[src/rtl/staggered_curl_field_update_top_defines.svh]
// ---------------------------------------------------------------------------
// staggered curl field update assertion macros
// shared assertion wrappers, empty when synthesised
// ---------------------------------------------------------------------------
`ifndef STAGGERED_CURL_FIELD_UPDATE_TOP_DEFINES_SVH
`define STAGGERED_CURL_FIELD_UPDATE_TOP_DEFINES_SVH

`ifndef SYNTHESIS
`define SCUR_ASSERT_HOLD(lbl, cond, msg) \
  lbl: assert property (@(posedge clk) disable iff (rst) (cond)) else $error(msg);
`define SCUR_ASSERT_IMPL(lbl, ante, cons, msg) \
  lbl: assert property (@(posedge clk) disable iff (rst) (ante) |-> (cons)) else $error(msg);
`define SCUR_ASSERT_NEXT(lbl, ante, cons, msg) \
  lbl: assert property (@(posedge clk) disable iff (rst) (ante) |=> (cons)) else $error(msg);
`else
`define SCUR_ASSERT_HOLD(lbl, cond, msg)
`define SCUR_ASSERT_IMPL(lbl, ante, cons, msg)
`define SCUR_ASSERT_NEXT(lbl, ante, cons, msg)
`endif

`endif

[src/rtl/scur_pkg.sv]
// ---------------------------------------------------------------------------
// scur_pkg
// widths, register indexes and pipeline control types of the field update
// ---------------------------------------------------------------------------
package scur_pkg;

  localparam int E_W     = 32;
  localparam int RATIO_W = 16;
  localparam int PTS_W   = 7;
  localparam int IDX_W   = 3;
  localparam int CFG_W   = 16;
  localparam int DIFF_W  = E_W + 1;
  localparam int PROD_W  = DIFF_W + RATIO_W + 1;
  localparam int SUM_W   = PROD_W + 1;
  localparam int SH_W    = SUM_W - 16;

  localparam logic [PTS_W-1:0] PTS_RESET = 7'd64;

  localparam logic [IDX_W-1:0] REG_RATIO_X  = 3'd0;
  localparam logic [IDX_W-1:0] REG_RATIO_Y  = 3'd1;
  localparam logic [IDX_W-1:0] REG_RATIO_Z  = 3'd2;
  localparam logic [IDX_W-1:0] REG_POINTS_X = 3'd3;
  localparam logic [IDX_W-1:0] REG_POINTS_Y = 3'd4;
  localparam logic [IDX_W-1:0] REG_POINTS_Z = 3'd5;
  localparam logic [IDX_W-1:0] REG_TWO_D    = 3'd6;

  localparam logic signed [E_W-1:0] E_MAX = 32'sh7fff_ffff;
  localparam logic signed [E_W-1:0] E_MIN = 32'sh8000_0000;

  // stage enables of the arithmetic lanes
  typedef struct packed {
    logic a;
    logic b;
    logic c;
    logic d;
  } adv_t;

endpackage

[src/rtl/scur_lane.sv]
// ---------------------------------------------------------------------------
// scur_lane
// one field component: b - floor((da*ra - db*rb) / 2^16), saturated
// ---------------------------------------------------------------------------
module scur_lane (
  input  logic                                   clk,
  input  scur_pkg::adv_t                         adv,
  input  logic signed [scur_pkg::E_W-1:0]        b,
  input  logic signed [scur_pkg::E_W-1:0]        n_a,
  input  logic signed [scur_pkg::E_W-1:0]        h_a,
  input  logic        [scur_pkg::RATIO_W-1:0]    r_a,
  input  logic                                   use_a,
  input  logic signed [scur_pkg::E_W-1:0]        n_b,
  input  logic signed [scur_pkg::E_W-1:0]        h_b,
  input  logic        [scur_pkg::RATIO_W-1:0]    r_b,
  input  logic                                   use_b,
  input  logic                                   upd,
  output logic signed [scur_pkg::E_W-1:0]        value,
  output logic                                   clip
);

  logic signed [scur_pkg::DIFF_W-1:0]  da, db;
  logic signed [scur_pkg::E_W-1:0]     b_a, b_b, b_c;
  logic                                upd_a, upd_b, upd_c;
  logic                                ua, ub;
  logic signed [scur_pkg::PROD_W-1:0]  pa, pb;
  logic signed [scur_pkg::SH_W-1:0]    sh;
  logic signed [scur_pkg::SUM_W-1:0]   sum;
  logic signed [scur_pkg::E_W+3:0]     r;
  logic                                sat;
  logic signed [scur_pkg::RATIO_W:0]   ra_s, rb_s;

  assign ra_s = $signed({1'b0, r_a});
  assign rb_s = $signed({1'b0, r_b});

  // differences
  always_ff @(posedge clk) begin
    if (adv.a) begin
      da    <= {n_a[scur_pkg::E_W-1], n_a} - {h_a[scur_pkg::E_W-1], h_a};
      db    <= {n_b[scur_pkg::E_W-1], n_b} - {h_b[scur_pkg::E_W-1], h_b};
      ua    <= use_a;
      ub    <= use_b;
      b_a   <= b;
      upd_a <= upd;
    end
  end

  // products
  always_ff @(posedge clk) begin
    if (adv.b) begin
      pa    <= ua ? da * ra_s : $signed({scur_pkg::PROD_W{1'b0}});
      pb    <= ub ? db * rb_s : $signed({scur_pkg::PROD_W{1'b0}});
      b_b   <= b_a;
      upd_b <= upd_a;
    end
  end

  // exact sum, floor shift
  assign sum = {pa[scur_pkg::PROD_W-1], pa} - {pb[scur_pkg::PROD_W-1], pb};

  always_ff @(posedge clk) begin
    if (adv.c) begin
      sh    <= sum[scur_pkg::SUM_W-1:16];
      b_c   <= b_b;
      upd_c <= upd_b;
    end
  end

  // subtract and saturate
  always_comb begin
    r   = {{4{b_c[scur_pkg::E_W-1]}}, b_c} - {sh[scur_pkg::SH_W-1], sh};
    sat = (r[scur_pkg::E_W+3:scur_pkg::E_W-1] != '0) &&
          (r[scur_pkg::E_W+3:scur_pkg::E_W-1] != '1);
  end

  always_ff @(posedge clk) begin
    if (adv.d) begin
      if (!upd_c) begin
        value <= b_c;
      end else if (sat) begin
        value <= r[scur_pkg::E_W+3] ? scur_pkg::E_MIN : scur_pkg::E_MAX;
      end else begin
        value <= r[scur_pkg::E_W-1:0];
      end
      clip <= upd_c && sat;
    end
  end

endmodule

[config.mk]
export PLATFORM = sky130hd
export DESIGN_NAME = scur_lane
export DESIGN_NICKNAME = d
export VERILOG_FILES = /design/src/rtl/staggered_curl_field_update_top_defines.svh /design/src/rtl/scur_pkg.sv /design/src/rtl/scur_lane.sv
export SDC_FILE = /design/constraint.sdc
export NUM_CORES = 2
export LEC_CHECK = 0
export BUFFER_PORTS_ARGS = -buffer_cell sky130_fd_sc_hd__clkbuf_2
export CELL_PAD_IN_SITES_DETAIL_PLACEMENT = 1
export CELL_PAD_IN_SITES_GLOBAL_PLACEMENT = 1
export CORE_ASPECT_RATIO = 1.2
export CORE_UTILIZATION = 28
export CTS_CLUSTER_SIZE = 28
export DETAILED_ROUTE_END_ITERATION = 6
export PLACE_DENSITY_LB_ADDON = 0.3
export SLEW_MARGIN = 10
export SYNTH_ARGS = -nofsm -noshare
export SYNTH_HDL_FRONTEND = slang
export SYNTH_SLANG_ARGS = --single-unit
[constraint.sdc]
create_clock -name clk -period 20.7 [get_ports clk]
set_input_delay 4.14 -clock clk [delete_from_list [all_inputs] [get_ports clk]]
set_output_delay 4.14 -clock clk [all_outputs]
set_load 0.02 [all_outputs]
==> results.tsv <==
stage	metric	value	unit
final_layout	multi_input_area	39400	um^2
yosys	synth_cell_types	87	
drt	drt-total-wl	157	mm
timing	fmax	0.0928	GHz
worst_setup_path	startpoint_type	input port	
timing	slew_viol_final	0	
yosys	synth_common_cells	inv_1, fa_1, nand2_1	
clock_network	clk_path_buf_depth	3	
final_layout	fin_nets	7554	
global_routing	track_usage	0.160	
global_routing	grt_pass1_wl	253	mm
timing	worst_slack	9.93	ns
yosys	syn_nets	7483	
final_layout	area_growth	9.25	%
yosys	yosys.area.top_type_share	0.363	
place	place_congestion	0.841	
clock_network	postCtsSetupRepairBufs	0	
timing	tightest_slew	1.11	ns
timing	clock_skew	0.0701	ns
yosys	yosysSeqAreaShare	0.181	
global_routing	antenna_found_initial	6	
worst_setup_path	cp.arrival	11.12	ns
timing	layout_min_cycle_time	10.77	ns
timing	setup_tns	0	ns
drt	dr.pass1.iters	5	
place	dp_hpwl	130	mm
timing	slew-limit-headroom	0.257	
floorplan	die-area	200000	um^2
drt	route.detailed.drc	0	
worst_setup_path	worstSetupPathType	input port to flip-flop	
clock_network	cts_buffers	43	
worst_setup_path	cp.required	21.05	ns
timing	hold_viol	0	
clock_network	cts_tree	built	
yosys	synthMostInstantiatedCell	inv_1	
outcome	status	complete, no violations	
clock_network	root_buffer	clkbuf_16	
yosys	ys_ff_latch	335	
place	preCtsSetupSlack	9.28	ns
drt	viasPerCell	4.58	
floorplan	pin_count	233	
min_path	hold_class	flip-flop to flip-flop	
final_layout	fill_cells	22700	
global_routing	grt_remaining_overflow	0	
timing	fin_crit_sh	0.520	
yosys	synth_edf_count	335	
global_routing	grt_pass1_vias	45300	
final_layout	seq_area	10100	um^2
worst_setup_path	crit_fanout	33	
place	portBuffers	232	
yosys	synth_area_leaders	fa_1, edfxtp_1, inv_1, ha_1, nand2_1	
floorplan	core	197000	um^2
yosys	yosysWarningCount	0	
clock_network	clkLatencyLatePin	0.68	ns
yosys	syn_area_per_cell	9.44	um^2
clock_network	cts.sinks	335	
final_layout	finish.utilization	0.309	
clock_network	htree_levels	2	
timing	rsz0062_at_grt	false	
yosys	yosysTopAreaCell	fa_1	
drt	ant_nets	0	
timing	setup_viol	0	
yosys	synthCells	5888	
floorplan	start_util	0.283	
drt	drt_iter0_drc	1175	
floorplan	die_x	409	um
clock_network	ctsResizeCount	0	
floorplan	die_h	490	um
global_routing	grt_max_degree	70	
floorplan	rows	178	
worst_setup_path	critPathCaptureType	flip-flop	
drt	vias	39400	
clock_network	ctsHoldBuffers	0	
drt	post_drt_wl_per_cell	18.3	um
yosys	synthFlopType	edfxtp_1	
yosys	syn-cell-area	55600	um^2
clock_network	path_clk_slew	0.06	ns
job	cap_viol_max_count	0	
yosys	async_flop_share	0	
final_layout	drive_above_1_share	0.0581	
==> kinds of logic after synthesis <==
family	count (synthesis)	synth area share
AOI/OAI and AO/OA	711	0.0890
buffers and inverters	1619	0.110
xor gates and xnor gates	198	0.0313
DFF	335	0.181
and+or+nand+nor	1628	0.138
muxes	2	0.000360
adders and majority gates	1395	0.450
==> state kept, by name, indices dropped and copies added (netlist names), 32 cells and up <==
name / count
sh: 35
b_b: 32
b_a: 32
value: 32
b_c: 32
db: 33
pb: 50
pa: 50
da: 33
==> final cells by class <==
class,instances,share of cell area
well taps,2610,0.0538
clock buffers,49,0.0181
multi-input cells,3934,0.649
inverters,1398,0.0864
diodes,3,0.000124
repair buffers,247,0.0212
flip-flops and latches,335,0.166
clock inverters,30,0.00569
==> stage by stage <==
stage / hold slack, ns / instance area (um^2) / cells
6_report: 0.413 / 60700 / 8606
5_1_grt: 0.417 / 60700 / 8606
4_1_cts: 0.412 / 60700 / 8603
3_5_place_dp: 0.406 / 59300 / 8524
3_3_place_gp: 0.403 / 59300 / 8524
2_1_floorplan: 0.400 / 55600 / 5888
==> layer usage <==
layer,wire length [um],GRT usage
met5,15,0
met3,3180,0.0123
met1,65300,0.191
met4,4000,0.0421
met2,84900,0.305
==> worst max-delay path, stage by stage <==
cell	delay [ns]
clkbuf_2	0.70
nand2_1	0.28
fa_1	0.62
inv_1	0.14
fa_1	0.85
fa_1	0.54
fa_1	0.50
fa_1	0.49
inv_1	0.05
fa_1	0.47
inv_1	0.04
ha_1	0.40
a21oi_1	0.39
o21bai_1	0.11
a21o_1	0.19
a21o_1	0.17
a21o_1	0.17
a221o_1	0.34
a21oi_1	0.18
o31ai_1	0.11
xnor2_1	0.16
nor2_1	0.05
==> final timing paths <==
kind	from	end	slack, ns	depth (start not counted)
setup / recovery	r_b[2]	pb[47]	9.93	22
hold / removal	b_b[17]	b_c[17]	0.41	0
setup reg to reg	db[10]	pb[45]	13.36	21
hold reg to reg	b_b[17]	b_c[17]	0.41	0
==> cell usage in the layout, fill, tap and decap left out, types with 43 or more instances in the layout <==
cell type,count
inv_1,1397
fa_1,1009
nand2_1,794
and2_1,411
ha_1,386
edfxtp_1,335
clkbuf_2,229
nor2_1,193
a21oi_1,191
xnor2_1,140
a21o_1,128
o21ai_0,97
xor2_1,57
clkbuf_16,43
Power is left out: the tool's default activity adds up to more than one toggle a clock period on the data nets, which glitch-free logic cannot reach.
